==> config.mk <==
export PLATFORM = sky130hd
export DESIGN_NAME = xor_framed_line_receiver
export DESIGN_NICKNAME = d
export VERILOG_FILES = /design/src/sv/xfr_pkg.sv /design/src/sv/xfr_datapath.sv /design/src/sv/xfr_ctrl.sv /design/src/sv/xor_framed_line_receiver.sv
export VERILOG_INCLUDE_DIRS = /design/src /design/src/sv
export SDC_FILE = /design/constraint.sdc
export NUM_CORES = 1
export LEC_CHECK = 0
export ABC_AREA = 1
export BUFFER_PORTS_ARGS = -buffer_cell sky130_fd_sc_hd__buf_2
export CORE_MARGIN = 3
export CORE_UTILIZATION = 56
export CTS_CLUSTER_SIZE = 16
export DETAILED_ROUTE_END_ITERATION = 16
export PLACE_DENSITY = 0.77
export SYNTH_ARGS = -nofsm -noshare
export SYNTH_HDL_FRONTEND = slang
export SYNTH_SLANG_ARGS = --single-unit
==> constraint.sdc <==
create_clock -name clk_i -period 6.3 [get_ports clk_i]
set_input_delay 1.26 -clock clk_i [delete_from_list [all_inputs] [get_ports clk_i]]
set_output_delay 1.26 -clock clk_i [all_outputs]
set_load 0.05 [all_outputs]
==> src/sv/assert_macros.svh <==
// Assertion helpers for the framed line receiver.
// Included by xfr_datapath, the module that carries concurrent checks; no other dependencies.
`ifndef ASSERT_MACROS_SVH
`define ASSERT_MACROS_SVH

// Property that must hold at every clock edge outside reset.
`define XFR_ASSERT(lbl, clk, rstn, prop) \
  lbl: assert property (@(posedge clk) disable iff (!(rstn)) (prop)) \
    else $error("xfr: check failed");

// Antecedent in one cycle implies consequent in the next.
`define XFR_ASSERT_NEXT(lbl, clk, rstn, ante, cons) \
  lbl: assert property (@(posedge clk) disable iff (!(rstn)) (ante) |=> (cons)) \
    else $error("xfr: sequence check failed");

`endif

==> src/sv/xfr_pkg.sv <==
// Shared types, character codes and helpers for the framed line receiver.
// No dependencies.
`timescale 1ns / 1ps

package xfr_pkg;

  typedef enum logic [1:0] {
    KIND_STOP  = 2'd0,
    KIND_BYTE  = 2'd1,
    KIND_EMPTY = 2'd2
  } kind_e;

  typedef enum logic [1:0] {
    S_IDLE,
    S_READ,
    S_SEND
  } state_e;

  localparam logic [7:0] CH_DOLLAR = 8'h24;
  localparam logic [7:0] CH_STAR   = 8'h2A;
  localparam logic [7:0] CH_X_LO   = 8'h78;
  localparam logic [7:0] CH_X_UP   = 8'h58;
  localparam logic [7:0] CH_LF     = 8'h0A;
  localparam logic [7:0] CH_CR     = 8'h0D;

  // Controller -> datapath
  typedef struct packed {
    logic  take_byte;
    logic  load_single;
    kind_e single_kind;
    logic  start_emit;
    logic  rd_en;
    logic  load_byte;
  } ctl_cmd_t;

  // Datapath -> controller
  typedef struct packed {
    logic byte_stop;
    logic frame_bytes;
    logic frame_empty;
    logic out_free;
    logic emit_last;
  } dp_status_t;

  // {valid, nibble}
  function automatic logic [4:0] hex_value(input logic [7:0] h);
    logic [4:0] r;
    r = 5'd0;
    if (h >= 8'h30 && h <= 8'h39) begin
      r = {1'b1, 4'(h - 8'h30)};
    end else if (h >= 8'h41 && h <= 8'h46) begin
      r = {1'b1, 4'(h - 8'h37)};
    end else if (h >= 8'h61 && h <= 8'h66) begin
      r = {1'b1, 4'(h - 8'h57)};
    end
    return r;
  endfunction

endpackage

==> src/sv/xfr_datapath.sv <==
// Frame store, running checksum, emission counter and output register.
// Depends on xfr_pkg and assert_macros.svh; driven by xfr_ctrl commands.
`timescale 1ns / 1ps
`include "assert_macros.svh"

module xfr_datapath #(
  parameter int BUF_DEPTH = 32
) (
  input  logic                  clk_i,
  input  logic                  rst_ni,
  input  logic [7:0]            rx_byte_i,
  input  xfr_pkg::ctl_cmd_t     cmd_i,
  output xfr_pkg::dp_status_t   status_o,
  output logic                  out_valid_o,
  input  logic                  out_ready_i,
  output logic [1:0]            kind_o,
  output logic [7:0]            data_o,
  output logic                  last_o
);

  localparam int AW = $clog2(BUF_DEPTH);
  localparam logic [AW-1:0] LEN_MAX = AW'(BUF_DEPTH - 1);

  logic [7:0]    mem [BUF_DEPTH];

  logic          in_frame_q, in_frame_d;
  logic [AW-1:0] len_q, len_d;
  logic [7:0]    sum_q, sum_d;
  logic [7:0]    b1_q, b2_q, b3_q;
  logic [AW-1:0] n_q;
  logic [AW-1:0] idx_q, idx_d;
  logic [7:0]    rd_data_q;
  logic          out_valid_q, out_valid_d;
  xfr_pkg::kind_e out_kind_q;
  logic [7:0]    out_data_q;
  logic          out_last_q;

  logic          is_stop, is_start, is_term, do_store;
  logic [4:0]    hex_hi, hex_lo;
  logic          frame_ok;
  logic [AW-1:0] payload_n;

  assign is_stop  = (rx_byte_i == xfr_pkg::CH_X_LO) || (rx_byte_i == xfr_pkg::CH_X_UP);
  assign is_start = (rx_byte_i == xfr_pkg::CH_DOLLAR);
  assign is_term  = in_frame_q && !is_stop && !is_start &&
                    ((rx_byte_i == xfr_pkg::CH_LF) || (rx_byte_i == xfr_pkg::CH_CR));
  assign do_store = in_frame_q && !is_stop && !is_start && !is_term && (len_q < LEN_MAX);

  // b3/b2/b1 are the last three stored bytes: '*', high digit, low digit.
  assign hex_hi    = xfr_pkg::hex_value(b2_q);
  assign hex_lo    = xfr_pkg::hex_value(b1_q);
  assign payload_n = len_q - AW'(3);
  assign frame_ok  = (len_q >= AW'(3)) && (b3_q == xfr_pkg::CH_STAR) &&
                     hex_hi[4] && hex_lo[4] &&
                     ((sum_q ^ b1_q ^ b2_q ^ b3_q) == {hex_hi[3:0], hex_lo[3:0]});

  assign status_o.byte_stop   = is_stop;
  assign status_o.frame_bytes = is_term && frame_ok && (payload_n != '0);
  assign status_o.frame_empty = is_term && frame_ok && (payload_n == '0);
  assign status_o.out_free    = !out_valid_q || out_ready_i;
  assign status_o.emit_last   = (idx_q == n_q - AW'(1));

  always_comb begin
    in_frame_d = in_frame_q;
    len_d      = len_q;
    sum_d      = sum_q;
    if (cmd_i.take_byte) begin
      if (is_stop) begin
        in_frame_d = 1'b0;
        len_d      = '0;
      end else if (is_start) begin
        in_frame_d = 1'b1;
        len_d      = '0;
        sum_d      = 8'h00;
      end else if (in_frame_q) begin
        if (do_store) begin
          len_d = len_q + AW'(1);
          sum_d = sum_q ^ rx_byte_i;
        end else begin
          // terminator or overlong frame
          in_frame_d = 1'b0;
          len_d      = '0;
        end
      end
    end
  end

  always_comb begin
    idx_d = idx_q;
    if (cmd_i.start_emit) begin
      idx_d = '0;
    end else if (cmd_i.load_byte) begin
      idx_d = idx_q + AW'(1);
    end
  end

  always_comb begin
    out_valid_d = out_valid_q;
    if (cmd_i.load_single || cmd_i.load_byte) begin
      out_valid_d = 1'b1;
    end else if (out_ready_i) begin
      out_valid_d = 1'b0;
    end
  end

  always_ff @(posedge clk_i or negedge rst_ni) begin
    if (!rst_ni) begin
      in_frame_q  <= 1'b0;
      len_q       <= '0;
      sum_q       <= 8'h00;
      idx_q       <= '0;
      out_valid_q <= 1'b0;
    end else begin
      in_frame_q  <= in_frame_d;
      len_q       <= len_d;
      sum_q       <= sum_d;
      idx_q       <= idx_d;
      out_valid_q <= out_valid_d;
    end
  end

  always_ff @(posedge clk_i) begin
    if (cmd_i.take_byte && do_store) begin
      mem[len_q] <= rx_byte_i;
      b1_q       <= rx_byte_i;
      b2_q       <= b1_q;
      b3_q       <= b2_q;
    end
  end

  always_ff @(posedge clk_i) begin
    if (cmd_i.rd_en) begin
      rd_data_q <= mem[idx_q];
    end
  end

  always_ff @(posedge clk_i) begin
    if (cmd_i.start_emit) begin
      n_q <= payload_n;
    end
    if (cmd_i.load_single) begin
      out_kind_q <= cmd_i.single_kind;
      out_data_q <= 8'h00;
      out_last_q <= 1'b1;
    end else if (cmd_i.load_byte) begin
      out_kind_q <= xfr_pkg::KIND_BYTE;
      out_data_q <= rd_data_q;
      out_last_q <= status_o.emit_last;
    end
  end

  assign out_valid_o = out_valid_q;
  assign kind_o      = out_kind_q;
  assign data_o      = out_data_q;
  assign last_o      = out_last_q;

  `XFR_ASSERT(a_idle_len_zero, clk_i, rst_ni, in_frame_q || (len_q == '0))
  `XFR_ASSERT(a_no_overwrite, clk_i, rst_ni,
              !(cmd_i.load_single || cmd_i.load_byte) || status_o.out_free)
  `XFR_ASSERT_NEXT(a_emit_count, clk_i, rst_ni, cmd_i.start_emit,
                   (idx_q == '0) && (n_q != '0))

endmodule

==> src/sv/xfr_ctrl.sv <==
// Sequencer for the framed line receiver: byte intake and payload emission.
// Depends on xfr_pkg; drives xfr_datapath through ctl_cmd_t.
`timescale 1ns / 1ps

module xfr_ctrl (
  input  logic                clk_i,
  input  logic                rst_ni,
  input  logic                in_valid_i,
  output logic                in_ready_o,
  input  xfr_pkg::dp_status_t status_i,
  output xfr_pkg::ctl_cmd_t   cmd_o
);

  xfr_pkg::state_e state_q, state_d;

  always_ff @(posedge clk_i or negedge rst_ni) begin
    if (!rst_ni) begin
      state_q <= xfr_pkg::S_IDLE;
    end else begin
      state_q <= state_d;
    end
  end

  always_comb begin
    state_d           = state_q;
    in_ready_o        = 1'b0;
    cmd_o.take_byte   = 1'b0;
    cmd_o.load_single = 1'b0;
    cmd_o.single_kind = xfr_pkg::KIND_STOP;
    cmd_o.start_emit  = 1'b0;
    cmd_o.rd_en       = 1'b0;
    cmd_o.load_byte   = 1'b0;
    case (state_q)
      xfr_pkg::S_IDLE: begin
        // one-result requests go straight into the output register
        in_ready_o = status_i.out_free;
        if (in_valid_i && status_i.out_free) begin
          cmd_o.take_byte = 1'b1;
          if (status_i.byte_stop) begin
            cmd_o.load_single = 1'b1;
            cmd_o.single_kind = xfr_pkg::KIND_STOP;
          end else if (status_i.frame_empty) begin
            cmd_o.load_single = 1'b1;
            cmd_o.single_kind = xfr_pkg::KIND_EMPTY;
          end else if (status_i.frame_bytes) begin
            cmd_o.start_emit = 1'b1;
            state_d          = xfr_pkg::S_READ;
          end
        end
      end
      xfr_pkg::S_READ: begin
        cmd_o.rd_en = 1'b1;
        state_d     = xfr_pkg::S_SEND;
      end
      xfr_pkg::S_SEND: begin
        if (status_i.out_free) begin
          cmd_o.load_byte = 1'b1;
          state_d = status_i.emit_last ? xfr_pkg::S_IDLE : xfr_pkg::S_READ;
        end
      end
      default: begin
        state_d = xfr_pkg::S_IDLE;
      end
    endcase
  end

endmodule

==> src/sv/xor_framed_line_receiver.sv <==
// Top level of the XOR-checked framed line receiver.
// Depends on xfr_pkg, xfr_ctrl and xfr_datapath.
//
// Usage:
//   Input channel (in_valid_i/in_ready_o/rx_byte_i) takes one received byte
//   per request. Output channel (out_valid_o/out_ready_i) carries results:
//   kind_o (stop, payload byte, empty command), data_o and last_o.
//   A frame is '$' payload '*' HH then LF or CR; 'x'/'X' always yields a stop.
//   A plain byte is taken without leaving S_IDLE. A stop or empty command is
//   placed in the output register in the cycle the byte is accepted and
//   appears the next. A valid frame with n payload bytes emits them one by
//   one: a frame-store read (S_READ), then an output load (S_SEND, held while
//   the output register is full); no input byte is taken until the last is loaded.
//   Frames are at most BUF_DEPTH-1 stored bytes; longer ones are discarded.
//   A result waiting in the output register does not block intake as long as
//   out_ready_i takes it; a stalled receiver holds results and in_ready_o low.
//   Reset clears frame tracking and the output valid; stored bytes are not
//   cleared and are only read after being written in the current frame.
`timescale 1ns / 1ps

module xor_framed_line_receiver #(
  parameter int BUF_DEPTH = 32
) (
  input  logic       clk_i,
  input  logic       rst_ni,
  input  logic       in_valid_i,
  output logic       in_ready_o,
  input  logic [7:0] rx_byte_i,
  output logic       out_valid_o,
  input  logic       out_ready_i,
  output logic [1:0] kind_o,
  output logic [7:0] data_o,
  output logic       last_o
);

  xfr_pkg::ctl_cmd_t   cmd;
  xfr_pkg::dp_status_t status;

  xfr_ctrl u_ctrl (
    .clk_i      (clk_i),
    .rst_ni     (rst_ni),
    .in_valid_i (in_valid_i),
    .in_ready_o (in_ready_o),
    .status_i   (status),
    .cmd_o      (cmd)
  );

  xfr_datapath #(
    .BUF_DEPTH (BUF_DEPTH)
  ) u_datapath (
    .clk_i       (clk_i),
    .rst_ni      (rst_ni),
    .rx_byte_i   (rx_byte_i),
    .cmd_i       (cmd),
    .status_o    (status),
    .out_valid_o (out_valid_o),
    .out_ready_i (out_ready_i),
    .kind_o      (kind_o),
    .data_o      (data_o),
    .last_o      (last_o)
  );

endmodule

# --- Word-level counts from Yosys, hierarchy flattened ---
# Memory sizes are Yosys's and may differ from the RTL's. A register that Yosys moved wholly into a read port is not among the register bits.
# Index checks and enable logic that the tools add are counted.
classes:
  add_sub_neg: 10
  reduce_logical: 40
  bitwise_logic: 5
  eq_ne: 15
  order_cmp: 14
  muxes: 43
ops:
  columns: ["op", "n"]
  rows:
  - ["$mux 5", 14]
  - ["$ge 8x7->1 const B", 4]
  - ["$le 8x7->1 const B", 4]
  - ["$xor 8x8->8", 4]
  - ["$mux 8", 3]
  - ["$logic_and 1x1->1", 20]
  - ["$eq 8x4->1 const B", 2]
  - ["$eq 8x6->1 const B", 2]
  - ["$eq 8x7->1 const B", 2]
  - ["$ge 8x6->1 const B", 2]
  - ["$le 8x6->1 const B", 2]
  - ["$mux 1", 16]
  - ["$sub 4x3->4 const B", 4]
  - ["$mux 2", 7]
  - ["$add 5x1->5 const B", 2]
  - ["$reduce_bool 2->1", 5]
  - ["$eq 8x8->1", 1]
  - ["$sub 4x1->4 const B", 2]
  - ["$mux 3", 2]
  - ["$ne 2x2->1 const B", 3]
  - ["$pmux 2 s3", 1]
  - ["$eq 5x5->1", 1]
  - ["$ge 5x2->1 const B", 1]
  - ["$logic_not 5->1", 1]
  - ["other kinds (15)", 22]
totals:
  inputBits: 12
  out_inout_bits: 13
  n_memories: 1
  mem_bits_rw: 256
  ff_bits: 62
memory_table:
  columns: ["memory", "words", "word_bits", "rd", "rd_clocked_by_memory_dff", "wr", "line", "rtl"]
  rows:
  - ["u_datapath.mem", 32, 8, 1, 1, 1, "xfr_datapath.sv:24", "logic [7:0] mem [BUF_DEPTH];"]

# --- Logic depth before layout (Yosys ltp) ---
# Gate-level depths: netlist of run 1.
depth:
  depth_word: 18
  depth_mapped: 16
  depth_no_buf: 16

# --- Cells and area by module ---
# Synthesis of run 1 repeated with hierarchy kept, for this count alone.
hier_totals:
  hier_cells: 1200
  area_unflattened_um2: 13913.3
modules_own_cells:
  columns: ["module", "area_each_um2", "instances", "seq_area_each_um2", "cells_per_inst"]
  rows:
  - ["xfr_datapath", 13730.7, 1, 9539.1, 1170]
  - ["xfr_ctrl", 182.7, 1, 50.0, 30]

# --- Worst setup path before layout of run 1 ---
# No wires, ideal clock.
synth_path:
  kind: "input to output"
  start: "input port out_ready_i"
  end: "output port in_ready_o"
  stages: 2
  required_time_ps: 5040
  arrival_ps: 2363
  n_path_buf: 0
  slack_ps: 2677
  path_cell_list: "nor2_1 -> nor3_1"
synth_between:
  elab_chain_len: 2
synth_rtl:
  columns: ["item", "line", "rtl"]
  rows:
  - ["from (decl)", "xor_framed_line_receiver.sv:30", "input logic out_ready_i,"]
  - ["$logic_or 1x1->1", "xfr_datapath.sv:60", "assign status_o.out_free = !out_valid_q || out_ready_i;"]
  - ["$mux 1", "xfr_ctrl.sv:33", "case (state_q)"]
  - ["to (decl)", "xor_framed_line_receiver.sv:27", "output logic in_ready_o,"]
# No other way between the ends.

# --- Worst setup path in the final report of run 1 ---
layout_path:
  start: "input port rx_byte_i[4]"
  end: "memory u_datapath.mem[23][0] (enable)"
layout_between:
  elab_chain_len: 12
  word_cells_on_any_way: 18
layout_rtl:
  columns: ["item", "line", "rtl"]
  rows:
  - ["from (decl)", "xor_framed_line_receiver.sv:28", "input logic [7:0] rx_byte_i,"]
  - ["$eq 8x7->1", "xfr_datapath.sv:43", "assign is_stop = (rx_byte_i == xfr_pkg::CH_X_LO) || (rx_byte_i == xfr_pkg::CH_X_UP);"]
  - ["$logic_or 1x1->1", "xfr_datapath.sv:43", null]
  - ["$logic_not 1->1", "xfr_datapath.sv:45, xfr_datapath.sv:47", null]
  - ["$logic_and 1x1->1 (2 in series)", "xfr_datapath.sv:45, xfr_datapath.sv:47", null]
  - ["$logic_and 1x1->1", "xfr_datapath.sv:45", "assign is_term = in_frame_q && !is_stop && !is_start &&"]
  - ["$logic_not 1->1", "xfr_datapath.sv:47", "assign do_store = in_frame_q && !is_stop && !is_start && !is_term && (len_q < LEN_MAX);"]
  - ["$logic_and 1x1->1 * (2 in series)", "xfr_datapath.sv:47", null]
  - ["$logic_and 1x1->1 *", "xfr_datapath.sv:123", "if (cmd_i.take_byte && do_store) begin"]
  - ["$mux 1 *", "xfr_datapath.sv:123", null]
  - ["$mux 1 (not written as such) *", "xfr_datapath.sv:124", "mem[len_q] <= rx_byte_i;"]
  - ["to (decl)", "xfr_datapath.sv:24", null]
# Every way passes the cells marked *; elsewhere a longest branch is shown, timed or not.

==> metrics.yaml, run 1 <==
setup_path:
  startpoint_type: "primary input"
  path_class: "primary input to flip-flop"
  endpoint_kind: "flip-flop"
  critPathMaxFanout: 35
  worstPathArrival_ns: 4.38
  cp_data_required_time_ns: 6.44
  r2r_slack_ns: 2.74
drt:
  num_vias: 9591
  drtIter0Drc: 1224
  via_per_inst: 6.101
  wirelength_mm: 34.73
  met2_wirelength_mm: 16.28
  top_layer: "met4"
  drc: 0
  drtAntennaViolNets: 0
  first_pass_iters: 6
  met1Wirelength_mm: 13.42
  wl_per_cell_um: 22.09
  wl_met3_mm: 3.964
yosys:
  synth_cells: 1204
  synth_mux_area_share_pct: 0.5745
  syn-num-nets: 1230
  synth-simple-area-share_pct: 13.51
  ys_async_sr_fraction_pct: 6.748
  synth_fa_ha_area_share_pct: 1.257
  synth_top_family_by_area: "simple AND/OR/NAND/NOR gates"
  synth_cell_types: 40
  yosysWarnings: 0
  syn_area_per_cell_um2: 11.58
  synth_compound_area_share_pct: 10.46
  post-synth-top-count-cell: "edfxtp_1"
  synth_area_leader_cell: "edfxtp_1"
  yosysSeqAreaShare_pct: 68.80
  synth-edff-count: 295
  synthTopCellsByCount: "edfxtp_1, nor2_1, nand2_1"
  synth-main-ff-cell: "edfxtp_1"
  synth-xor-area-share_pct: 1.697
  synth_seq_cells: 326
  synth.cell_area_um2: 13940
  synthTopCellsByArea: "edfxtp_1, o21ai_0, nor2_1, nand2_1, dfrtp_1"
  yosysTopAreaCellShare_pct: 63.55
placement:
  place_inst: 1512
  place_congestion: 0.9477
  hpwl_mm: 21.90
  dpl_cell_area_um2: 14360
  preCtsSetupSlack_ns: 1.615
  portBuffers: 24
sta:
  slew_headroom_pct: 18.77
  finalHoldViolations: 0
  setup_tns_ns: 0
  worstMarginPinSlew_ns: 1.218
  fin_crit_ns: 4.238
  hold_ws_ns: 0.5144
  rsz0062_at_grt: "false"
  setup_violations: 0
  fin_ws_ns: 2.062
  finalMaxSlewViolations: 0
  fmax_mhz: 235.9
  clock_skew_ns: 0.01199
  period_share_pct: 67.27
pwr:
  seq_power_share_pct: 40.5
  power_density_nw_per_um2: 436.2
  p_sw_mw: 2.470
  p_clk_share_pct: 28.0
  p_total_mw: 6.716
  ir_drop_v: 0.0003875
  p_int_mw: 4.246
  sw_frac_of_total_pct: 36.77
  p_leak_nw: 5.542
  combPwrFrac_pct: 31.5
finish:
  fillers: 1817
  num_antenna_cells: 0
  utilization_pct: 63.12
  stdcell_count: 1572
  fin_nets: 1250
  syn2layout_area_growth_pct: 10.46
  drive_gt1_share_pct: 9.455
  final_area_um2: 15400
clock_network:
  htree_levels: 2
  cts_tree: "done"
  cts_made_buffers: 34
  numClockSinks: 326
  post-cts-setup-buffers: 0
  clock_latency_ns: 0.51
  cts_repair_resize_count: 0
  ctsHoldBuffers: 0
  cts-root-buf: "clkbuf_16"
  clockBufferDepth: 3
  path_clk_slew_ns: 0.06
job:
  cap_viol_max_count: 0
floorplan:
  die_x_um: 163.8
  initial_utilization_pct: 57.15
  dieArea_um2: 26820
  rows: 57
  core_um2: 24390
  die-height_um: 163.8
  ioPinCount: 25
run_status:
  outcome: "finished clean"
grt:
  grt_antenna_before_repair: 0
  gr-usage-all-layers_pct: 26.03
  grt_max_degree: 130
  grt_overflow_total: 0
  grt_pass1_wl_mm: 52.54
  grt_pass1_vias: 9268
worst_hold_path:
  hold_class: "flip-flop to flip-flop"
[layer usage]
| metal | track usage, % | vias up |
|---|---|---|
| li1 | - | 4322 |
| met5 | 0 | - |
| met4 | 9.227 | 0 |
| met2 | 41.26 | 577 |
| met1 | 34.66 | 4598 |
| met3 | 7.591 | 94 |
[final cells by class]
cell class | instances | area [um2] | area share, %
sequential | 326 | 9594 | 62.32
inverter | 81 | 305.3 | 1.983
timing repair buffer | 37 | 217.7 | 1.414
clock inverter | 21 | 150.1 | 0.9752
multi-input combinational | 744 | 3832 | 24.89
tap | 324 | 405.4 | 2.633
clock buffer | 39 | 890.9 | 5.786
[sequential cells by signal, indices dropped and copies added (netlist names), 2 cells and up]
name                  cells
u_datapath.mem          256
u_datapath.b1_q           8
u_datapath.b2_q           8
u_datapath.b3_q           8
u_datapath.data_o         8
u_datapath.rd_data_q      8
u_datapath.sum_q          8
u_datapath.idx_q          5
u_datapath.len_q          5
u_datapath.n_q            5
u_ctrl.state_q            2
u_datapath.kind_o         2
[kinds of logic (layout without fill, tap and decap cells)]
| group | count (synthesis) | in the layout |
|---|---|---|
| and+or+nand+nor | 441 | 441 |
| DFF | 326 | 326 |
| AOI/OAI and AO/OA | 254 | 254 |
| buffers and inverters | 134 | 178 |
| xor gates and xnor gates | 27 | 27 |
| adders and majority gates | 14 | 14 |
| muxes | 8 | 8 |
[worst max-delay path, stage by stage]
cell	delay, ns
buf_2	0.11
buf_4	0.28
nand2_1	0.14
nor2_1	0.08
nand2_4	0.10
nand2_1	0.08
nor2_1	0.16
nand2_1	0.08
a21oi_1	0.16
nand2_1	0.18
inv_2	0.50
nand2_1	0.54
nor2_1	0.70
[power by group through the flow]
stage / registers [mW] / logic [mW] / clock network, mW
6_report: 2.72 / 2.12 / 1.88
5_1_grt: 2.74 / 2.30 / 1.98
4_1_cts: 2.72 / 2.07 / 1.88
3_5_place_dp: 2.76 / 2.06 / 0
3_3_place_gp: 2.75 / 2.02 / 0
2_1_floorplan: 2.79 / 1.39 / 0
[placed cells by master (no fill, tap or decap), drive strengths merged, types with 8 or more instances in the layout]
| cell | n |
|---|---|
| o211ai | 9 |
| o21ai | 154 |
| buf | 37 |
| o22ai | 43 |
| clkbuf | 39 |
| nand2 | 161 |
| ha | 14 |
| o221ai | 24 |
| dfxtp | 9 |
| xor2 | 12 |
| inv | 80 |
| nand3 | 42 |
| mux2i | 8 |
| clkinv | 19 |
| xnor2 | 15 |
| edfxtp | 295 |
| nor3 | 8 |
| nand4 | 16 |
| dfrtp | 22 |
| a21oi | 21 |
| nor2 | 210 |
[final timing paths]
path	from	endpoint	depth (start not counted)
max	rx_byte_i[4]	u_datapath.mem[23][0]	13
min	u_datapath.rd_data_q[0]	u_datapath.data_o[0]	2
max reg2reg	u_ctrl.state_q[1]	u_datapath.mem[23][0]	7
min reg2reg	u_datapath.rd_data_q[0]	u_datapath.data_o[0]	2
max in group asynchronous	rst_ni	u_datapath.idx_q[0]	1
min in group asynchronous	rst_ni	u_datapath.sum_q[3]	1
(Power assumes the default switching activity.)
==> inputs of run 2 (changes only) <==
--- a/config.mk
+++ b/config.mk
@@ -6,13 +6,13 @@
 export SDC_FILE = /design/constraint.sdc
 export NUM_CORES = 1
 export LEC_CHECK = 0
-export ABC_AREA = 1
+export ABC_AREA = 0
 export BUFFER_PORTS_ARGS = -buffer_cell sky130_fd_sc_hd__buf_2
 export CORE_MARGIN = 3
 export CORE_UTILIZATION = 56
 export CTS_CLUSTER_SIZE = 16
 export DETAILED_ROUTE_END_ITERATION = 16
-export PLACE_DENSITY = 0.77
+export PLACE_DENSITY = 0.8
 export SYNTH_ARGS = -nofsm -noshare
 export SYNTH_HDL_FRONTEND = slang
 export SYNTH_SLANG_ARGS = --single-unit
==> constraint.sdc (replaced) <==
create_clock -name clk_i -period 3.5 [get_ports clk_i]
set_input_delay 0.7 -clock clk_i [delete_from_list [all_inputs] [get_ports clk_i]]
set_output_delay 0.7 -clock clk_i [all_outputs]
set_load 0.05 [all_outputs]
==> run 2 against run 1 <==
Worst setup slack worse by 1.4 ns. Critical path depth is 5 lower. Clock skew rose by 0.0024 ns. Synthesized cell count decreased by 38%. Final cell count down 25%. Flip-flop and latch count did not move. Largest cell class unchanged. Count of clock-buffer cells in the layout fell by 3. Clock power grew 78%. Critical endpoint is now u_datapath.kind_o[0]. Utilization is 2.4 points higher. Worst hold slack got worse by 0.39 ns. Combinational power fell by 83%. Critical path type unchanged.
==> metrics.yaml, run 2 <==
sta:
  setup_violations: 0
  rsz0062_at_grt: "false"
  fmax_mhz: 348.1
  clock_skew_ns: 0.01436
  finalMaxSlewViolations: 0
  finalHoldViolations: 0
  worstMarginPinSlew_ns: 1.003
  setup_tns_ns: 0
  period_share_pct: 82.09
  slew_headroom_pct: 33.11
  fin_crit_ns: 2.873
clock_network:
  clock_latency_ns: 0.55
  cts_repair_resize_count: 0
  post-cts-setup-buffers: 0
  cts_tree: "done"
  cts_made_buffers: 31
  cts-root-buf: "clkbuf_16"
  clockBufferDepth: 3
  htree_levels: 1
  numClockSinks: 326
  path_clk_slew_ns: 0.06
  ctsHoldBuffers: 0
placement:
  portBuffers: 24
  dpl_cell_area_um2: 14490
  place_inst: 1119
  hpwl_mm: 18.55
  place_congestion: 0.8290
setup_path:
  endpoint_kind: "flip-flop"
  cp_data_required_time_ns: 3.73
  slowest_delay_ns: 0.55
  worstPathArrival_ns: 3.11
  path_class: "primary input to flip-flop"
  r2r_slack_ns: 0.63
  critical-path-top-delay-family: "compound AO/OA/AOI/OAI gates"
  slowest_stage: "nor4_1"
  worstPathCellList: "buf_2 > nor4_1 > o211ai_1 > nand4b_1 > a2111oi_1 > and4_1 > a31oi_1 > o21ai_0"
  startpoint_type: "primary input"
  cp_num_buf_inv: 1
  critPathMaxFanout: 3
finish:
  layout_common_cells: "edfxtp_1, mux4_2, nor2_1, buf_4, clkbuf_16"
  num_antenna_cells: 0
  seqCellArea_um2: 9594
  final_area_um2: 15510
  largest_reg_flops: 256
  top_register: "u_datapath.mem"
  stdcell_count: 1175
  syn2layout_area_growth_pct: 13.89
  layout_commonest_cell: "edfxtp_1"
  drive_gt1_share_pct: 26.87
  utilization_pct: 65.50
  multi_input_area_um2: 3870
  fillers: 1542
  fin_nets: 859
grt:
  gr-usage-all-layers_pct: 22.33
  grt_pass1_vias: 7417
  grt_pass1_wl_mm: 44.53
  grt_max_degree: 69
  grt_antenna_before_repair: 0
  grt_overflow_total: 0
drt:
  num_vias: 7336
  via_per_inst: 6.243
  drtIter0Drc: 769
  drtAntennaViolNets: 0
  first_pass_iters: 7
  wl_per_cell_um: 24.17
  drc: 0
  wirelength_mm: 28.40
yosys:
  synth_area_leader_cell: "edfxtp_1"
  yosysSeqAreaShare_pct: 70.41
  syn_area_per_cell_um2: 18.21
  synth.cell_area_um2: 13620
  synth-main-ff-cell: "edfxtp_1"
  synthTopCellsByArea: "edfxtp_1, mux4_2, dfrtp_1, nor2_1, dfxtp_1"
  synth_seq_cells: 326
  synthTopCellsByCount: "edfxtp_1, mux4_2, nor2_1"
  yosysTopAreaCellShare_pct: 65.04
  post-synth-top-count-cell: "edfxtp_1"
  syn-num-nets: 774
  synth_cell_types: 65
  synth_cells: 748
  synth-edff-count: 295
  yosysWarnings: 0
  ys_async_sr_fraction_pct: 6.748
floorplan:
  rows: 56
  initial_utilization_pct: 57.51
  die_x_um: 162.0
  die-height_um: 162.0
  dieArea_um2: 26230
  core_um2: 23680
  ioPinCount: 25
pwr:
  p_sw_mw: 1.663
  p_clk_share_pct: 41.5
  combPwrFrac_pct: 4.4
  power_density_nw_per_um2: 519.8
  p_leak_nw: 5.152
  p_int_mw: 6.400
  ir_drop_v: 0.0003475
  seq_power_share_pct: 54.1
  sw_frac_of_total_pct: 20.63
job:
  cap_viol_max_count: 0
run_status:
  outcome: "finished clean"
worst_hold_path:
  hold_class: "primary input to async pin"
[run 2: cell types whose count changed in the layout (fill, tap and decap cells not counted), moves of 8 or more]
cell / previous run / this run
nor2_2: 8 / 0
nor2_1: 201 / 68
nand2b_1: 1 / 9
nand2_1: 152 / 22
mux4_2: 0 / 80
inv_1: 76 / 14
nand3_1: 40 / 10
nor4_1: 0 / 12
buf_4: 13 / 55
o21ai_0: 151 / 13
o22ai_1: 43 / 2
mux2_2: 0 / 8
o221ai_1: 24 / 0
[run 2: path summary, 6_finish.rpt]
check | start | end | depth (start not counted)
worst max-delay path | rx_byte_i[4] | u_datapath.kind_o[0] | 8
worst min-delay path | rst_ni | u_datapath.idx_q[3] | 1
worst max register to register | u_datapath.idx_q[0] | u_datapath.rd_data_q[6] | 4
worst min register to register | u_datapath.last_o | u_datapath.last_o | 1
max in group asynchronous | rst_ni | u_datapath.idx_q[0] | 1
min in group clk_i | u_datapath.last_o | u_datapath.last_o | 1
[run 2: final cells by class]
type                            instances  share of cell area (%)
Multi-Input combinational cell        379                   24.95
Sequential cell                       326                   61.85
Tap cell                              319                   2.573
Clock inverter                         20                   1.468
Inverter                               14                  0.3388
Clock buffer                           36                   5.122
Timing Repair Buffer                   81                   3.694
[run 2: stage by stage]
step / setup WS, ns / hold WS [ns] / power, mW
final: 0.6269 / 0.1280 / 8.063
after global routing: 0.4376 / 0.1599 / 8.298
after CTS: 0.5733 / 0.1169 / 8.099
after detailed placement: 0.1669 / 0.4544 / 4.790
after global placement: 0.2752 / 0.4512 / 4.761
after floorplan: 0.09842 / 0.4044 / 4.625
[run 2: cells by family (layout without fill, tap and decap cells)]
kind of cell | count (synthesis) | in the layout | share of synthesized area (%)
compound gates | 62 | 62 | 3.215
xor+xnor | 35 | 35 | 2.572
fa+ha+maj | 14 | 14 | 1.286
buf+inv | 43 | 151 | 1.259
flops | 326 | 326 | 70.41
mux | 90 | 90 | 14.04
simple gates | 178 | 178 | 7.221
[run 2: per-layer routing]
metal  vias to the layer above  part of all wire (%)  track usage [%]  wire length (um)
met5                         -                     0                0                 0
met4                         0                   2.4            6.010               684
met3                        50                   7.8            4.132              2202
met2                       317                    50            37.05             14310
met1                      3804                    39            31.12             11200
li1                       3165                     -                -                 -
[run 2: power groups by stage]
stage                     sequential, mW  clock [mW]  combinational [mW]
final                               4.36        3.35               0.352
after global routing                4.37        3.55               0.386
after CTS                           4.36        3.39               0.351
after detailed placement            4.44           0               0.349
after global placement              4.43           0               0.328
after floorplan                     4.42           0               0.208
==> inputs of run 3 (changes only) <==
==> constraint.sdc (replaced) <==
create_clock -name clk_i -period 2.5 [get_ports clk_i]
set_input_delay 0.5 -clock clk_i [delete_from_list [all_inputs] [get_ports clk_i]]
set_output_delay 0.5 -clock clk_i [all_outputs]
set_load 0.05 [all_outputs]
==> run 3 against run 2 <==
The flow now finishes with violations (negative setup slack). Worst hold slack improved by 0.30 ns. Non-clock buffer count increased by 45. Final cell count increased by 4.0%. Die area unchanged. Sequential power increased by 39%. Via count increased by 5.2%. Critical path type is now flip-flop to flip-flop.
==> metrics.yaml, run 3 (synthesized netlist as in run 2, its figures left out) <==
sta:
  slew_headroom_pct: 29.55
  fin_ws_ns: -0.04209
  finalMaxSlewViolations: 0
  worstMarginPinSlew_ns: 1.057
  clock_skew_ns: 0.02079
  hold_ws_ns: 0.4278
  setup_violations: 21
  period_share_pct: 101.7
  setup_tns_ns: -0.3640
  fmax_mhz: 393.4
  fin_crit_ns: 2.542
  finalHoldViolations: 0
  rsz0062_at_grt: "true"
finish:
  top_register: "u_datapath.mem"
  num_antenna_cells: 0
  largest_reg_flops: 256
  multi_input_area_um2: 4479
  layout_commonest_cell: "edfxtp_1"
  stdcell_count: 1222
  drive_gt1_share_pct: 39.53
  seqCellArea_um2: 9595
  fin_nets: 907
  fillers: 1437
  syn2layout_area_growth_pct: 22.23
  layout_common_cells: "edfxtp_1, buf_4, mux4_2, clkbuf_16, nor2_1"
worst_hold_path:
  hold_class: "primary input to flip-flop"
  hp-start: "out_ready_i"
  hold_end: "u_ctrl.state_q[1]"
  hold_path_depth: 3
placement:
  portBuffers: 24
  hpwl_mm: 20.75
  place_inst: 1151
  place_congestion: 0.8454
floorplan:
  die_x_um: 162.0
  dieArea_um2: 26230
  ioPinCount: 25
  die-height_um: 162.0
  initial_utilization_pct: 57.51
  rows: 56
  core_um2: 23680
run_status:
  outcome: "complete, but fails checks"
  violations: "negative setup slack"
setup_path:
  endpoint_kind: "flip-flop"
  r2r_slack_ns: -0.04
  slowest_stage: "edfxtp_1"
  startpoint_type: "flip-flop"
  cp_data_required_time_ns: 2.87
  critPathMaxFanout: 6
  rr_endpoint: "u_datapath.idx_q[0]"
  crit-reg2reg-launch: "u_datapath.b2_q[0]"
  worstPathCellList: "ha_4 > o21bai_4 > a21o_4 > mux2i_4 > o21ai_1 > o31a_1 > buf_4 > nor4b_4 > nor2_1"
  slowest_delay_ns: 0.46
  critical-path-top-delay-family: "compound AO/OA/AOI/OAI gates"
  reg2reg_depth: 9
  path_class: "flip-flop to flip-flop"
  worstPathArrival_ns: 2.91
  cp_num_buf_inv: 1
drt:
  met1Wirelength_mm: 12.18
  drc: 0
  drtAntennaViolNets: 0
  drtIter0Drc: 976
  first_pass_iters: 5
  wl_met3_mm: 2.192
  num_vias: 7719
  via_per_inst: 6.317
  met2_wirelength_mm: 16.66
  top_layer: "met4"
  wirelength_mm: 32.21
  wl_per_cell_um: 26.35
grt:
  gr-usage-all-layers_pct: 25.09
  grt_max_degree: 37
  grt_antenna_before_repair: 2
  grt_pass1_wl_mm: 48.82
  grt_pass1_vias: 7977
  grt_overflow_total: 0
pwr:
  p_total_mw: 11.59
  p_leak_nw: 5.470
  power_density_nw_per_um2: 696.4
  ir_drop_v: 0.0005631
clock_network:
  clockBufferDepth: 3
  numClockSinks: 326
  clock_latency_ns: 0.51
  path_clk_slew_ns: 0.06
  cts_tree: "done"
  cts-root-buf: "clkbuf_16"
  htree_levels: 2
  cts_made_buffers: 34
job:
  cap_viol_max_count: 0
==> run 3: changes by cell type in the layout (fill, tap and decap cells not counted), moves of 12 or more <==
| cell | before | now |
|---|---|---|
| buf_4 | 55 | 82 |
| nor2_1 | 68 | 35 |
| nor2_4 | 0 | 32 |
| buf_12 | 2 | 14 |
==> run 3: how the worst max path moves through the flow <==
stage                     cells after the start                   start  slack (ns)                     to
after global routing                          9      u_datapath.b2_q[0]       -0.18    u_datapath.idx_q[4]
after detailed placement                     10            rx_byte_i[4]       -0.53   u_datapath.kind_o[0]
after CTS                                     9      u_datapath.b2_q[0]       -0.05    u_datapath.idx_q[4]
final                                         9      u_datapath.b2_q[0]       -0.04    u_datapath.idx_q[0]
after global placement                        9            rx_byte_i[4]       -0.37      u_datapath.n_q[4]
after floorplan                               7  u_datapath.out_valid_o       -0.02  u_datapath.mem[31][0]
==> run 3: what timing repair did <==
| action | CTS | global route |
|---|---|---|
| gates cloned | 0 | 0 |
| gates resized for setup | 31 | 23 |
| endpoints found under the hold margin | 22 | 0 |
| setup endpoints to repair | 31 | 34 |
| setup buffers | 6 | 6 |
| pin swaps | 15 | 11 |
| hold buffers | 1 | 0 |
==> run 3: area by class of cell <==
| class | instances | area share, % |
|---|---|---|
| Clock buffer | 43 | 5.629 |
| Multi-Input combinational cell | 379 | 26.91 |
| Sequential cell | 326 | 57.64 |
| Tap cell | 319 | 2.398 |
| Inverter | 14 | 0.3157 |
| Timing Repair Buffer | 126 | 6.501 |
| Clock inverter | 15 | 0.6088 |
==> run 3: worst register-to-register path: cells and delay by family (launching register included) <==
kind                     cells  cell delay (ns)
flip-flops                   1             0.46
adder cells (fa/ha/maj)      1             0.22
AND/OR/NAND/NOR              2             0.49
buffers and inverters        1             0.17
multiplexers                 1             0.29
AO/OA/AOI/OAI                4             0.79
==> run 3: per-layer routing <==
metal,vias up,GRT usage (%)
met4,0,9.112
met1,4033,33.18
li1,3286,-
met3,84,3.800
met2,316,42.97
met5,-,0
==> run 3: where the power goes <==
part	internal [mW]	switching, mW
Combinational	0.313	0.493
Sequential	6.01	0.0516
Clock	2.75	1.97
==> run 3: stage by stage <==
stage / cell area (um2) / setup slack (ns) / utilization, %
finish: 16650 / -0.04209 / 70.29
global route: 16650 / -0.1796 / 70.29
CTS: 16470 / -0.05176 / 69.56
detailed placement: 15220 / -0.5260 / 64.29
global placement: 15220 / -0.3744 / 64.29
floorplan: 14020 / -0.02223 / -
